**src/rtl/gossip_membership_table_assert.svh**
```systemverilog
// Assertion macros used by the membership table controller.
// They expect clk_i and rst_ni in the scope where they are used.
`ifndef GOSSIP_MEMBERSHIP_TABLE_ASSERT_SVH
`define GOSSIP_MEMBERSHIP_TABLE_ASSERT_SVH

// The consequent must hold in the same cycle as the antecedent.
`define GMT_ASSERT_NOW(lbl, ante, cons, msg) \
  lbl: assert property (@(posedge clk_i) disable iff (!rst_ni) (ante) |-> (cons)) \
    else $error(msg);

// The consequent must hold in the cycle after the antecedent.
`define GMT_ASSERT_NEXT(lbl, ante, cons, msg) \
  lbl: assert property (@(posedge clk_i) disable iff (!rst_ni) (ante) |=> (cons)) \
    else $error(msg);

`endif

```
**src/rtl/gmt_pkg.sv**
```systemverilog
`default_nettype none

package gmt_pkg;

  localparam int NODE_SLOTS = 16;
  localparam int SLOT_W     = (NODE_SLOTS > 1) ? $clog2(NODE_SLOTS) : 1;

  localparam int ID_W      = 8;
  localparam int BEAT_W    = 32;
  localparam int TIME_W    = 32;
  localparam int CFG_W     = 16;
  localparam int CFG_IDX_W = 2;
  localparam int MODE_W    = 2;
  localparam int OUTC_W    = 3;

  localparam logic [BEAT_W-1:0] FAREWELL_BEAT    = '1;
  localparam logic [ID_W-1:0]   SELF_ID_RST      = '0;
  localparam logic [CFG_W-1:0]  FAIL_TIMEOUT_RST = 16'd5000;
  localparam logic [CFG_W-1:0]  TOMB_HOLD_RST    = 16'd2000;

  localparam logic [ID_W:0]     SLOTS_EXT = (ID_W + 1)'(NODE_SLOTS);
  localparam logic [SLOT_W-1:0] SLOT_LAST = SLOT_W'(NODE_SLOTS - 1);

  localparam logic [MODE_W-1:0] MODE_MERGE = 2'd0;
  localparam logic [MODE_W-1:0] MODE_ROUND = 2'd1;

  localparam logic [CFG_IDX_W-1:0] REG_SELF_ID      = 2'd0;
  localparam logic [CFG_IDX_W-1:0] REG_FAIL_TIMEOUT = 2'd1;
  localparam logic [CFG_IDX_W-1:0] REG_TOMB_HOLD    = 2'd2;

  typedef enum logic [OUTC_W-1:0] {
    OC_SELF     = 3'd0,
    OC_TOMB     = 3'd1,
    OC_INSERT   = 3'd2,
    OC_RAISE    = 3'd3,
    OC_STALE    = 3'd4,
    OC_FAREWELL = 3'd5,
    OC_UNKNOWN  = 3'd6,
    OC_RANGE    = 3'd7
  } outcome_e;

  typedef enum logic {
    KIND_MERGE = 1'b0,
    KIND_LIST  = 1'b1
  } kind_e;

  typedef enum logic [1:0] {
    ASEL_ID   = 2'd0,
    ASEL_SELF = 2'd1,
    ASEL_SLOT = 2'd2
  } asel_e;

  typedef struct packed {
    logic [BEAT_W-1:0] hb;
    logic [TIME_W-1:0] ls;
    logic [TIME_W-1:0] tt;
  } entry_t;

  localparam int ENTRY_W = $bits(entry_t);

  typedef struct packed {
    logic  capture;
    logic  rd_en;
    asel_e asel;
    logic  merge_wr;
    logic  bump_wr;
    logic  evict_wr;
    logic  list_load;
    logic  slot_clr;
    logic  slot_inc;
  } ctrl_cmd_t;

  typedef struct packed {
    logic self_in_range;
    logic slot_listed;
    logic slot_evict_cand;
    logic slot_last;
    logic out_free;
  } dp_status_t;

endpackage

`default_nettype wire

```
**src/rtl/gmt_ram.sv**
```systemverilog
`default_nettype none

module gmt_ram #(
  parameter int WIDTH = 32,
  parameter int DEPTH = 16
) (
  input  wire logic                                   clk_i,
  input  wire logic                                   we_i,
  input  wire logic [((DEPTH > 1) ? $clog2(DEPTH) : 1)-1:0] waddr_i,
  input  wire logic [WIDTH-1:0]                       wdata_i,
  input  wire logic                                   re_i,
  input  wire logic [((DEPTH > 1) ? $clog2(DEPTH) : 1)-1:0] raddr_i,
  output logic      [WIDTH-1:0]                       rdata_o
);

  logic [WIDTH-1:0] mem [DEPTH];

  always_ff @(posedge clk_i) begin
    if (we_i) begin
      mem[waddr_i] <= wdata_i;
    end
    if (re_i) begin
      rdata_o <= mem[raddr_i];
    end
  end

endmodule

`default_nettype wire

```
**src/rtl/gmt_dp.sv**
```systemverilog
`default_nettype none

module gmt_dp
  import gmt_pkg::*;
(
  input  wire logic                 clk_i,
  input  wire logic                 rst_ni,
  input  wire logic                 cfg_valid_i,
  input  wire logic [CFG_IDX_W-1:0] cfg_index_i,
  input  wire logic [CFG_W-1:0]     cfg_data_i,
  input  wire logic [ID_W-1:0]      member_id_i,
  input  wire logic [BEAT_W-1:0]    beat_i,
  input  wire logic [TIME_W-1:0]    now_ms_i,
  input  wire ctrl_cmd_t            cmd_i,
  output dp_status_t                status_o,
  input  wire logic                 out_ready_i,
  output logic                      out_valid_o,
  output logic                      kind_o,
  output logic      [ID_W-1:0]      out_id_o,
  output logic      [BEAT_W-1:0]    out_beat_o,
  output logic      [OUTC_W-1:0]    outcome_o,
  output logic                      last_o
);

  logic [ID_W-1:0]       self_id_q;
  logic [CFG_W-1:0]      fail_timeout_q;
  logic [CFG_W-1:0]      tomb_hold_q;
  logic [ID_W-1:0]       id_q;
  logic [BEAT_W-1:0]     beat_q;
  logic [TIME_W-1:0]     now_q;
  logic [SLOT_W-1:0]     slot_q, slot_d;
  logic [NODE_SLOTS-1:0] present_q, tomb_q, hb_vld_q;

  logic                  out_vld_q, out_vld_d;
  kind_e                 kind_q;
  logic [ID_W-1:0]       oid_q;
  logic [BEAT_W-1:0]     obeat_q;
  outcome_e              outc_q;
  logic                  last_q;

  logic [SLOT_W-1:0]     self_idx, id_idx, addr;
  logic                  self_in_range, id_in_range;
  logic [NODE_SLOTS-1:0] listed, after;
  logic [ENTRY_W-1:0]    ram_rdata;
  entry_t                rd_ent, wr_ent;
  logic                  ram_we;
  logic [BEAT_W-1:0]     hb_cur;
  logic                  pres_cur, tomb_cur;
  logic [TIME_W-1:0]     age_tomb, age_seen;

  entry_t                m_ent, b_ent, e_ent;
  logic                  m_wr, m_pres, m_tomb, m_hbv;
  outcome_e              m_outc;
  logic [BEAT_W-1:0]     m_beat;
  logic                  e_exp;
  logic                  out_free, out_load;

  assign self_idx      = self_id_q[SLOT_W-1:0];
  assign id_idx        = id_q[SLOT_W-1:0];
  assign self_in_range = {1'b0, self_id_q} < SLOTS_EXT;
  assign id_in_range   = {1'b0, id_q} < SLOTS_EXT;

  always_comb begin
    unique case (cmd_i.asel)
      ASEL_ID:   addr = id_idx;
      ASEL_SELF: addr = self_idx;
      default:   addr = slot_q;
    endcase
  end

  always_comb begin
    for (int i = 0; i < NODE_SLOTS; i++) begin
      listed[i] = present_q[i] | (self_in_range && (self_idx == SLOT_W'(i)));
      after[i]  = listed[i] && (SLOT_W'(i) > slot_q);
    end
  end

  assign rd_ent   = entry_t'(ram_rdata);
  assign hb_cur   = hb_vld_q[addr] ? rd_ent.hb : '0;
  assign pres_cur = present_q[addr];
  assign tomb_cur = tomb_q[addr];
  assign age_tomb = now_q - rd_ent.tt;
  assign age_seen = now_q - rd_ent.ls;

  always_comb begin
    m_wr   = 1'b0;
    m_pres = pres_cur;
    m_tomb = tomb_cur;
    m_hbv  = 1'b0;
    m_ent  = rd_ent;
    m_ent.hb = hb_cur;
    m_outc = OC_SELF;
    m_beat = '0;
    if (id_q == self_id_q) begin
      m_outc = OC_SELF;
      m_beat = id_in_range ? hb_cur : '0;
    end else if (!id_in_range) begin
      m_outc = OC_RANGE;
    end else begin
      if (beat_q == FAREWELL_BEAT) begin
        if (pres_cur) begin
          m_pres   = 1'b0;
          m_tomb   = 1'b1;
          m_ent.tt = now_q;
          m_wr     = 1'b1;
          m_outc   = OC_FAREWELL;
        end else begin
          m_outc = OC_UNKNOWN;
        end
      end else if (tomb_cur && (age_tomb < {{(TIME_W - CFG_W){1'b0}}, tomb_hold_q})) begin
        m_outc = OC_TOMB;
      end else begin
        m_tomb = 1'b0;
        if (!pres_cur) begin
          m_pres   = 1'b1;
          m_ent.hb = beat_q;
          m_ent.ls = now_q;
          m_wr     = 1'b1;
          m_hbv    = 1'b1;
          m_outc   = OC_INSERT;
        end else if (beat_q > hb_cur) begin
          m_ent.hb = beat_q;
          m_ent.ls = now_q;
          m_wr     = 1'b1;
          m_outc   = OC_RAISE;
        end else begin
          m_outc = OC_STALE;
        end
      end
      m_beat = m_pres ? m_ent.hb : '0;
    end
  end

  always_comb begin
    b_ent    = rd_ent;
    b_ent.hb = hb_cur + 1'b1;
    b_ent.ls = now_q;
    e_ent    = rd_ent;
    e_ent.tt = now_q;
    e_exp    = age_seen > {{(TIME_W - CFG_W){1'b0}}, fail_timeout_q};
  end

  always_comb begin
    ram_we = 1'b0;
    wr_ent = e_ent;
    priority if (cmd_i.merge_wr) begin
      ram_we = m_wr;
      wr_ent = m_ent;
    end else if (cmd_i.bump_wr) begin
      ram_we = 1'b1;
      wr_ent = b_ent;
    end else if (cmd_i.evict_wr) begin
      ram_we = e_exp;
      wr_ent = e_ent;
    end else begin
      ram_we = 1'b0;
      wr_ent = e_ent;
    end
  end

  gmt_ram #(
    .WIDTH(ENTRY_W),
    .DEPTH(NODE_SLOTS)
  ) u_ram (
    .clk_i  (clk_i),
    .we_i   (ram_we),
    .waddr_i(addr),
    .wdata_i(wr_ent),
    .re_i   (cmd_i.rd_en),
    .raddr_i(addr),
    .rdata_o(ram_rdata)
  );

  always_ff @(posedge clk_i or negedge rst_ni) begin
    if (!rst_ni) begin
      self_id_q      <= SELF_ID_RST;
      fail_timeout_q <= FAIL_TIMEOUT_RST;
      tomb_hold_q    <= TOMB_HOLD_RST;
    end else if (cfg_valid_i) begin
      unique case (cfg_index_i)
        REG_SELF_ID:      self_id_q      <= cfg_data_i[ID_W-1:0];
        REG_FAIL_TIMEOUT: fail_timeout_q <= cfg_data_i;
        REG_TOMB_HOLD:    tomb_hold_q    <= cfg_data_i;
        default: ;
      endcase
    end
  end

  always_ff @(posedge clk_i) begin
    if (cmd_i.capture) begin
      id_q   <= member_id_i;
      beat_q <= beat_i;
      now_q  <= now_ms_i;
    end
  end

  always_comb begin
    slot_d = slot_q;
    priority if (cmd_i.capture || cmd_i.slot_clr) begin
      slot_d = '0;
    end else if (cmd_i.slot_inc) begin
      slot_d = slot_q + 1'b1;
    end else begin
      slot_d = slot_q;
    end
  end

  always_ff @(posedge clk_i or negedge rst_ni) begin
    if (!rst_ni) begin
      slot_q    <= '0;
      present_q <= '0;
      tomb_q    <= '0;
      hb_vld_q  <= '0;
    end else begin
      slot_q <= slot_d;
      if (cmd_i.merge_wr) begin
        present_q[addr] <= m_pres;
        tomb_q[addr]    <= m_tomb;
        if (m_hbv) begin
          hb_vld_q[addr] <= 1'b1;
        end
      end
      if (cmd_i.bump_wr) begin
        present_q[addr] <= 1'b1;
        hb_vld_q[addr]  <= 1'b1;
      end
      if (cmd_i.evict_wr && e_exp) begin
        present_q[addr] <= 1'b0;
        tomb_q[addr]    <= 1'b1;
      end
    end
  end

  assign out_free = !out_vld_q || out_ready_i;
  assign out_load = cmd_i.merge_wr || cmd_i.list_load;

  always_comb begin
    out_vld_d = out_vld_q;
    priority if (out_load) begin
      out_vld_d = 1'b1;
    end else if (out_ready_i) begin
      out_vld_d = 1'b0;
    end else begin
      out_vld_d = out_vld_q;
    end
  end

  always_ff @(posedge clk_i or negedge rst_ni) begin
    if (!rst_ni) begin
      out_vld_q <= 1'b0;
    end else begin
      out_vld_q <= out_vld_d;
    end
  end

  always_ff @(posedge clk_i) begin
    if (cmd_i.merge_wr) begin
      kind_q  <= KIND_MERGE;
      oid_q   <= id_q;
      obeat_q <= m_beat;
      outc_q  <= m_outc;
      last_q  <= 1'b1;
    end else if (cmd_i.list_load) begin
      kind_q  <= KIND_LIST;
      oid_q   <= ID_W'(slot_q);
      obeat_q <= hb_cur;
      outc_q  <= OC_SELF;
      last_q  <= ~|after;
    end
  end

  assign status_o.self_in_range   = self_in_range;
  assign status_o.slot_listed     = listed[slot_q];
  assign status_o.slot_evict_cand = present_q[slot_q] &&
                                    !(self_in_range && (slot_q == self_idx));
  assign status_o.slot_last       = slot_q == SLOT_LAST;
  assign status_o.out_free        = out_free;

  assign out_valid_o = out_vld_q;
  assign kind_o      = kind_q;
  assign out_id_o    = oid_q;
  assign out_beat_o  = obeat_q;
  assign outcome_o   = outc_q;
  assign last_o      = last_q;

endmodule

`default_nettype wire

```
**src/rtl/gmt_ctrl.sv**
```systemverilog
`default_nettype none
`include "gossip_membership_table_assert.svh"

module gmt_ctrl
  import gmt_pkg::*;
(
  input  wire logic              clk_i,
  input  wire logic              rst_ni,
  input  wire logic              in_valid_i,
  output logic                   in_ready_o,
  input  wire logic [MODE_W-1:0] mode_i,
  input  wire dp_status_t        status_i,
  output ctrl_cmd_t              cmd_o
);

  typedef enum logic [8:0] {
    S_IDLE = 9'b000000001,
    S_MRD  = 9'b000000010,
    S_MEX  = 9'b000000100,
    S_BRD  = 9'b000001000,
    S_BWR  = 9'b000010000,
    S_ECHK = 9'b000100000,
    S_EWR  = 9'b001000000,
    S_LCHK = 9'b010000000,
    S_LOUT = 9'b100000000
  } state_e;

  state_e state_q, state_d;

  always_comb begin
    state_d    = state_q;
    cmd_o      = '0;
    cmd_o.asel = ASEL_SLOT;
    in_ready_o = 1'b0;
    unique case (state_q)
      S_IDLE: begin
        in_ready_o = 1'b1;
        if (in_valid_i) begin
          cmd_o.capture = 1'b1;
          priority if (mode_i == MODE_MERGE) begin
            state_d = S_MRD;
          end else if (mode_i == MODE_ROUND) begin
            state_d = status_i.self_in_range ? S_BRD : S_ECHK;
          end else begin
            state_d = S_LCHK;
          end
        end
      end
      S_MRD: begin
        cmd_o.asel  = ASEL_ID;
        cmd_o.rd_en = 1'b1;
        state_d     = S_MEX;
      end
      S_MEX: begin
        cmd_o.asel = ASEL_ID;
        if (status_i.out_free) begin
          cmd_o.merge_wr = 1'b1;
          state_d        = S_IDLE;
        end
      end
      S_BRD: begin
        cmd_o.asel  = ASEL_SELF;
        cmd_o.rd_en = 1'b1;
        state_d     = S_BWR;
      end
      S_BWR: begin
        cmd_o.asel    = ASEL_SELF;
        cmd_o.bump_wr = 1'b1;
        state_d       = S_ECHK;
      end
      S_ECHK: begin
        priority if (status_i.slot_evict_cand) begin
          cmd_o.rd_en = 1'b1;
          state_d     = S_EWR;
        end else if (status_i.slot_last) begin
          cmd_o.slot_clr = 1'b1;
          state_d        = S_LCHK;
        end else begin
          cmd_o.slot_inc = 1'b1;
        end
      end
      S_EWR: begin
        cmd_o.evict_wr = 1'b1;
        if (status_i.slot_last) begin
          cmd_o.slot_clr = 1'b1;
          state_d        = S_LCHK;
        end else begin
          cmd_o.slot_inc = 1'b1;
          state_d        = S_ECHK;
        end
      end
      S_LCHK: begin
        priority if (status_i.slot_listed) begin
          cmd_o.rd_en = 1'b1;
          state_d     = S_LOUT;
        end else if (status_i.slot_last) begin
          state_d = S_IDLE;
        end else begin
          cmd_o.slot_inc = 1'b1;
        end
      end
      S_LOUT: begin
        if (status_i.out_free) begin
          cmd_o.list_load = 1'b1;
          if (status_i.slot_last) begin
            state_d = S_IDLE;
          end else begin
            cmd_o.slot_inc = 1'b1;
            state_d        = S_LCHK;
          end
        end
      end
      default: begin
        state_d = S_IDLE;
      end
    endcase
  end

  always_ff @(posedge clk_i or negedge rst_ni) begin
    if (!rst_ni) begin
      state_q <= S_IDLE;
    end else begin
      state_q <= state_d;
    end
  end

  `GMT_ASSERT_NEXT(a_read_consumed, cmd_o.rd_en, (state_q == S_MEX) || (state_q == S_BWR) || (state_q == S_EWR) || (state_q == S_LOUT), "Table read is not followed by a state that uses its data.")
  `GMT_ASSERT_NOW(a_load_when_free, cmd_o.merge_wr || cmd_o.list_load, status_i.out_free, "Result loaded while the output register still holds an untaken result.")
  `GMT_ASSERT_NEXT(a_busy_after_request, in_valid_i && in_ready_o, !in_ready_o, "A new request was taken before the previous one was processed.")

endmodule

`default_nettype wire

```
**src/rtl/gossip_membership_table.sv**
```systemverilog
// Merge request: the entry is read in S_MRD, and the result is loaded in S_MEX once
// the output is free. List request: a sweep over all slots, each listed one read and
// loaded, held by any result stall. Round request: the own heartbeat is bumped if in
// range, each slot is checked for eviction, then the listing sweep runs.
// Reset clears the presence, tombstone and heartbeat-written flags at once and loads the
// register defaults; the table memory itself needs no clearing pass.
`default_nettype none

module gossip_membership_table
  import gmt_pkg::*;
(
  input  wire logic                 clk_i,
  input  wire logic                 rst_ni,
  input  wire logic                 cfg_valid_i,
  output logic                      cfg_ready_o,
  input  wire logic [CFG_IDX_W-1:0] cfg_index_i,
  input  wire logic [CFG_W-1:0]     cfg_data_i,
  input  wire logic                 in_valid_i,
  output logic                      in_ready_o,
  input  wire logic [MODE_W-1:0]    mode_i,
  input  wire logic [ID_W-1:0]      member_id_i,
  input  wire logic [BEAT_W-1:0]    beat_i,
  input  wire logic [TIME_W-1:0]    now_ms_i,
  output logic                      out_valid_o,
  input  wire logic                 out_ready_i,
  output logic                      kind_o,
  output logic      [ID_W-1:0]      out_id_o,
  output logic      [BEAT_W-1:0]    out_beat_o,
  output logic      [OUTC_W-1:0]    outcome_o,
  output logic                      last_o
);

  ctrl_cmd_t  cmd;
  dp_status_t status;

  assign cfg_ready_o = 1'b1;

  gmt_ctrl u_ctrl (
    .clk_i     (clk_i),
    .rst_ni    (rst_ni),
    .in_valid_i(in_valid_i),
    .in_ready_o(in_ready_o),
    .mode_i    (mode_i),
    .status_i  (status),
    .cmd_o     (cmd)
  );

  gmt_dp u_dp (
    .clk_i      (clk_i),
    .rst_ni     (rst_ni),
    .cfg_valid_i(cfg_valid_i),
    .cfg_index_i(cfg_index_i),
    .cfg_data_i (cfg_data_i),
    .member_id_i(member_id_i),
    .beat_i     (beat_i),
    .now_ms_i   (now_ms_i),
    .cmd_i      (cmd),
    .status_o   (status),
    .out_ready_i(out_ready_i),
    .out_valid_o(out_valid_o),
    .kind_o     (kind_o),
    .out_id_o   (out_id_o),
    .out_beat_o (out_beat_o),
    .outcome_o  (outcome_o),
    .last_o     (last_o)
  );

endmodule

`default_nettype wire

```
**config.mk**
```make
export PLATFORM = sky130hd
export DESIGN_NAME = gossip_membership_table
export DESIGN_NICKNAME = d
export VERILOG_FILES = /design/src/rtl/gmt_pkg.sv /design/src/rtl/gmt_ram.sv /design/src/rtl/gmt_dp.sv /design/src/rtl/gmt_ctrl.sv /design/src/rtl/gossip_membership_table.sv
export VERILOG_INCLUDE_DIRS = /design/src /design/src/rtl
export SDC_FILE = /design/constraint.sdc
export NUM_CORES = 2
export LEC_CHECK = 0
export BUFFER_PORTS_ARGS = -buffer_cell sky130_fd_sc_hd__clkbuf_2
export CAP_MARGIN = 15
export CORE_MARGIN = 1
export CORE_UTILIZATION = 50
export DETAILED_ROUTE_END_ITERATION = 7
export GPL_ROUTABILITY_DRIVEN = 0
export HOLD_SLACK_MARGIN = 0.05
export PLACE_DENSITY_LB_ADDON = 0.1
export SYNTH_ARGS = -nofsm -noshare
export SYNTH_HDL_FRONTEND = slang
export SYNTH_SLANG_ARGS = --single-unit
```
**constraint.sdc**
```tcl
create_clock -name clk_i -period 12.1 [get_ports clk_i]
set_input_delay 3.025 -clock clk_i [delete_from_list [all_inputs] [get_ports clk_i]]
set_output_delay 3.025 -clock clk_i [all_outputs]
set_load 0.02 [all_outputs]
```
Word-level counts from Yosys, hierarchy flattened
Memory sizes are Yosys's and may differ from the RTL's. A register that Yosys moved wholly into a read port is not among the register bits.
Index checks and enable logic that the tools add are counted.
{ "word_totals": {"register_bits": 219, "ram_bits": 1536, "elab_cells": 278, "memories": 1} }
{ "op_classes": {"n_addsub": 4, "n_lt_le_gt_ge": 24, "n_eq_ne": 37, "n_mux": 115, "n_bitwise": 22, "n_reduce_logical": 58} }
{ "memory_table": {"columns": ["memory", "depth", "width", "read_ports", "rd_clocked_by_memory_dff", "write_ports", "line_no", "source"], "rows": [
  ["u_dp.u_ram.mem", 16, 96, 1, 1, 1, "gmt_ram.sv:16", "logic [WIDTH-1:0] mem [DEPTH];"]
]} }
{ "op_table": {"columns": ["cell", "count"], "rows": [
  ["two-way mux 96 bit", 4],
  ["two-way mux 32 bit", 9],
  ["two-way mux 64 bit", 4],
  ["two-way mux 16 bit", 8],
  ["two-way mux 9 bit", 9],
  ["one-hot mux 9 bit (9 select lines)", 1],
  ["OR 16 bit", 4],
  ["subtractor 32 bit", 2],
  ["two-way mux 1 bit", 50],
  ["logical AND 1 bit", 37],
  ["== test 4 bit, second input constant", 9],
  ["adder 32 x 1 -> 32 bit, second input constant", 1],
  ["bitwise mux 16 bit", 2],
  ["== test 32 bit, second input constant", 1],
  ["greater-than comparator 32 x 16 -> 1 bit", 1],
  ["greater-than comparator 32 bit", 1],
  ["greater-than comparator 4 bit, first input constant", 8],
  ["< comparator 32 x 16 -> 1 bit", 1],
  ["two-way mux 8 bit", 4],
  ["two-way mux 3 bit", 8],
  ["binary-select mux 1 bit (select 4 bit)", 5],
  ["AND 16 bit", 1],
  ["== test 4 x 3 -> 1 bit, second input constant", 4],
  ["greater-than comparator 3 x 4 -> 1 bit, first input constant", 4],
  ["other kinds (44)", 82]
]} }

Logic depth before layout (Yosys ltp)
{ "depth": {"word_depth": 20, "depth_mapped": 27, "depth_no_buf": 24} }

Cells and area by module
From an unflattened synthesis, not the netlist that was laid out.
{ "unflattened": {"hier_cells": 4472, "area_unflattened_um2": 78625.4} }
{ "by_module_without_submodules": {"columns": ["mod", "instances", "cells_each", "area_per_inst_um2", "seq_area_each_um2"], "rows": [
  ["gmt_ram", 1, 2460, 60315.3, 49007.0],
  ["gmt_dp", 1, 1905, 17411.7, 5834.3],
  ["gmt_ctrl", 1, 105, 887.1, 226.5],
  ["gossip_membership_table", 1, 2, 11.3, 0.0]
]} }

Least setup slack after synthesis
No wires, ideal clock.
{ "synth_path": {"path_type": "flip-flop to flip-flop", "start": "register u_ctrl.state_q[4]", "end": "memory u_dp.u_ram.mem[10][0] (netlist bit), enable pin", "arrival_time_ps": 8850, "path_slack_ps": 2698, "path_stages_with_launch": 25, "n_path_buf": 5, "period_less_slack_ps": 9402, "path_cell_list": "dfrtp_1 or3_1 buf_2 or4_1 nor2_1 or3_1 buf_2 nor3_1 a22o_1 nor4_4 buf_2 buf_2 nand2_1 ha_1 nand4_1 nor2_1 and2_1 o21ai_0 o221ai_1 a211oi_1 o21ai_2 nand3_2 o2bb2ai_1 buf_2 nor2_1"} }
{ "synth_via": {"elab_chain_cells": 18, "elab_cells_between_ends": 35, "classes_between": "1 x order compare; 6 x eq/ne; 24 x mux; 4 x reduce/logical"} }
{ "synth_lines": {"columns": ["element", "line_no", "source"], "rows": [
  ["from (decl)", "gmt_ctrl.sv:28", "state_e state_q, state_d;"],
  ["from (signal assigned)", "gmt_ctrl.sv:123", "state_q <= state_d;"],
  ["== test 9 x 4 -> 1 bit, or another cell as far along", "gmt_ctrl.sv:35", "unique case (state_q)"],
  ["OR reduction 2 bit (no line)", null, null],
  ["one-hot mux 2 bit (2 select lines)", "gmt_ctrl.sv:35", null],
  ["== test 2 x 1 -> 1 bit or logical NOT 2 bit (tied branches)", "gmt_dp.sv:64", "unique case (cmd_i.asel)"],
  ["one-hot mux 4 bit (2 select lines)", "gmt_dp.sv:64", null],
  ["binary-select mux 1 bit (select 4 bit)", "gmt_dp.sv:79", "assign hb_cur = hb_vld_q[addr] ? rd_ent.hb : '0;"],
  ["two-way mux 1 bit (implied by the code)", "gmt_dp.sv:79", null],
  ["two-way mux 32 bit", "gmt_dp.sv:79", null],
  ["(+2 left out)", null, null],
  ["two-way mux 1 bit", "gmt_dp.sv:114", "if (!pres_cur) begin"],
  ["two-way mux 1 bit", "gmt_dp.sv:110", "end else if (tomb_cur && (age_tomb < {{(TIME_W - CFG_W){1'b0}}, tomb_hold_q})) begin"],
  ["two-way mux 1 bit", "gmt_dp.sv:100", "if (beat_q == FAREWELL_BEAT) begin"],
  ["two-way mux 1 bit", "gmt_dp.sv:97", "end else if (!id_in_range) begin"],
  ["two-way mux 1 bit", "gmt_dp.sv:94", "if (id_q == self_id_q) begin"],
  ["two-way mux 1 bit", "gmt_dp.sv:146", "priority if (cmd_i.merge_wr) begin"],
  ["two-way mux 1 bit", "gmt_ram.sv:19", "if (we_i) begin"],
  ["two-way mux 1 bit (implied by the code)", "gmt_ram.sv:20", "mem[waddr_i] <= wdata_i;"],
  ["to (decl)", "gmt_ram.sv:16", null]
]} }
Several ways; a longest one is shown, not always the timed one. The select of a mux whose other input is x is not followed.

Worst setup path after layout
{ "layout_path": {"start": "register u_ctrl.state_q[3]", "end": "memory u_dp.u_ram.mem[15][26] (netlist bit), enable pin"} }
The elaborated chain is that of the path after synthesis.

==> out/results.tsv <==
metric	value	unit
status	completed	
yosys_register_bits	1851	
fmax	0.103	GHz
max_cap_violations	0	
cts_hold_buf	0	
root_buffer	clkbuf_16	
min_to	u_dp.kind_o	
cts_buffers	192	
fp-row-count	147	
die_area	0.164	mm2
hp-start	u_dp.kind_o	
grt_first_pass_wirelength	344000	um
power_density	213	mW/mm2
synth_area	0.0813	mm2
fin_total_pwr	0.0193	W
timing.slew.headroom	20.8	%
min_period	9.70	ns
groute.usage.overall	28.0	%
io_pins	145	
worstRegToRegCells	23	
hp-class	reg -> reg	
r2r_start	u_ctrl.state_q[3]	
synth_fp_nets	7043	
cp_data_required_time	12.54	ns
dr.first_iter.drc_count	6519	
drive_gt1_share	9.51	%
syn_inst	6815	
final_cells	9194	
die_w	405	um
worstSetupPathDepth	23	
syn_to_final_growth	11.4	%
crit_chain	or3_1 > or3_1 > a21oi_1 > or3_4 > nor3_1 > a22o_1 > nor4_4 > buf_4 > nand2_1 > ha_1 > nand4_1 > nor2_1 > and2_1 > o21ai_0 > o221ai_1 > a211oi_1 > o21ai_2 > nand3_2 > o2bb2ai_4 > buf_4 > nor2_4 > buf_4 > buf_4	
placed_cells	8835	
crit_type	reg -> reg	
period_share	80.2	%
worst_slack	2.40	ns
dp_slack	2.48	ns
synth.distinct_cells	94	
synth_edf_count	1747	
route.vias.total	55500	
drt_wl_total	231000	um
setup_viol	0	
fp.coreArea	0.161	mm2
slowest_stage	or3_4	
slowest_delay	0.81	ns
cp-end-kind	flip-flop	
final_nets	7102	
async_flop_share	5.51	%
ant_nets	0	
hold_viol_final	0	
cts.htree.levels	4	
crit_top_cell	buf_4	
antenna_found_initial	9	
worstReg2RegEnd	u_dp.u_ram.mem[15][26]	
port_buffers	143	
p_leak	32.3	nW
fin_setup_tns	0	ns
post_cts_buffers	0	
post_drt_wl_per_cell	25.1	um
ctsResizeCount	0	
cts_max_path_buffers	3	
cp.arrival	10.15	ns
cts_tree	done	
start_kind	flip-flop	
peakVddDrop	0.169	mV
clock_skew	0.0318	ns
dp_hpwl	128000	um
grt_max_degree	142	
clk_pin_slew_worst_paths	0.06	ns
initial_core_util	50.5	%
clock_sinks	1851	
drv_slew	0	
drt_first_pass_iters	6	
worstMarginPinSlew	1.19	ns
grt_pass1_vias	53000	
critPathBufInv	4	
yosysWarnings	0	
synth_flop_cell	edfxtp_1	
ys_seq_area_share	67.7	%
insertion_delay	0.83	ns
syn_area_per_cell	11.9	um2
cp_top_family	simple AND/OR/NAND/NOR gates	
die_y	405	um
post-route-util	56.3	%
rsz0062_at_grt	no	
cp_max_fo	85	
rrSetupSlack	2.40	ns
viasPerCell	6.04	
overflow	0	
whs_path_depth	2	
route.detailed.drc	0	
[cells in the mapped netlist, drive strengths merged, types with 9 or more instances]
cell	n	area, um2
nor2b	14	87.6
o311a	13	130
nand4	47	309
nor2	159	599
nand2b	12	75.1
or3	18	113
xnor2	32	280
nor3b	22	165
a21o	63	473
dfrtp	90	2250
a22o	21	184
a311oi	20	175
nor4	19	161
ha	129	1610
nand2	1709	6410
mux2i	111	1110
a211oi	22	165
edfxtp	1747	52500
mux4	9	203
buf	87	394
a21boi	9	67.6
inv	141	529
o211ai	18	135
a21oi	154	774
dfstp	12	315
o21a	29	218
xor2	29	254
nor3	70	367
o21bai	13	97.6
clkbuf	328	1230
and2	17	106
a31oi	221	1400
o21ai	154	774
nand3	851	4260
and3	210	1310
mux2	75	845
[registers in the layout, summed over array words and instances (netlist names)]
name,count
u_dp.hb_vld_q,16
u_dp.now_q,32
u_dp.self_id_q,8
u_dp.tomb_hold_q,16
u_dp.kind_o,1
u_ctrl.state_q,9
u_dp.slot_q,4
u_dp.out_beat_o,32
u_dp.u_ram.mem,1536
u_dp.outcome_o,3
u_dp.u_ram.rdata_o,96
u_dp.fail_timeout_q,16
u_dp.present_q,16
u_dp.id_q,8
u_dp.out_valid_o,1
u_dp.beat_q,32
u_dp.tomb_q,16
u_dp.last_o,1
u_dp.out_id_o,8
[cells in the final DEF (no fill, tap or decap), types with 20 or more instances in the layout]
cell          n
edfxtp_1   1747
nand2_1    1707
nand3_1     850
a31oi_1     220
and3_1      209
clkbuf_16   195
a21oi_1     153
clkbuf_2    142
inv_1       141
o21ai_0     138
nor2_1      138
ha_1        129
buf_4       124
mux2i_1     111
dfrtp_1      90
nor3_1       67
a21o_1       63
clkbuf_1     52
mux2_2       47
nand4_1      46
clkinv_1     46
xnor2_1      32
o21a_1       29
xor2_1       29
mux2_1       28
clkinv_2     25
a211oi_1     22
a22o_1       21
nor3b_1      21
nor2_4       20
[cell families (layout without fill, tap and decap cells)]
kind of cell               after synthesis  in the layout  synth area share, %
AOI/OAI and AO/OA                      832            832                 6.70
xor gates and xnor gates                61             61                0.657
adders and majority gates              132            132                 2.05
buffers and inverters                  556            773                 2.65
DFF                                   1851           1851                 67.7
muxes                                  195            195                 2.65
other                                    1              3              0.00461
and+or+nand+nor                       3187           3187                 17.6
[power by group]
| group | switching [W] | internal (W) | total [W] | leakage (nW) |
|---|---|---|---|---|
| sequential | 0.000225 | 0.00779 | 0.00802 | 17.0 |
| clock | 0.00246 | 0.00325 | 0.00572 | 2.93 |
| combinational | 0.00380 | 0.00181 | 0.00561 | 12.4 |
| total | 0.00649 | 0.0129 | 0.0193 | 32.3 |
[layout make-up]
cell class,count,area [um2]
fillers,13400,70300
flip-flops and latches,1851,55100
multi-input cells,4408,24400
clock buffers,250,5120
well taps,2160,2700
repair buffers,280,1880
clock inverters,102,908
inverters,141,529
diodes,2,5.00
[worst min-delay path: cells and delay by family, from the launching register on]
kind / cells / cell delay (ns)
compound gates: 1 / 0.05
buf+inv: 1 / 0.05
flops: 1 / 0.31
[through the flow]
| step | instance area [um2] | hold WS (ns) |
|---|---|---|
| 6_report | 90600 | 0.456 |
| 5_1_grt | 90600 | 0.477 |
| 4_1_cts | 90600 | 0.464 |
| 3_5_place_dp | 84500 | 0.450 |
| 3_3_place_gp | 84500 | 0.434 |
| 2_1_floorplan | 81300 | 0.420 |
[layer usage]
metal / global-route usage [%] / part of all wire (%) / up-vias
met1: 41.1 / 44 / 27700
met4: 8.00 / 2.4 / 4
li1: - / - / 25200
met2: 43.3 / 46 / 2304
met3: 4.10 / 7.8 / 380
met5: 0 / 0.012 / -
[worst max path at each step]
stage | from | end
3_3_place_gp | u_ctrl.state_q[3] | u_dp.u_ram.mem[15][84]
3_5_place_dp | u_ctrl.state_q[3] | u_dp.u_ram.mem[15][26]
2_1_floorplan | u_ctrl.state_q[4] | u_dp.u_ram.mem[10][0]
5_1_grt | u_ctrl.state_q[3] | u_dp.u_ram.mem[15][26]
4_1_cts | u_ctrl.state_q[3] | u_dp.u_ram.mem[15][26]
6_report | u_ctrl.state_q[3] | u_dp.u_ram.mem[15][26]
(Power assumes the default switching activity.)
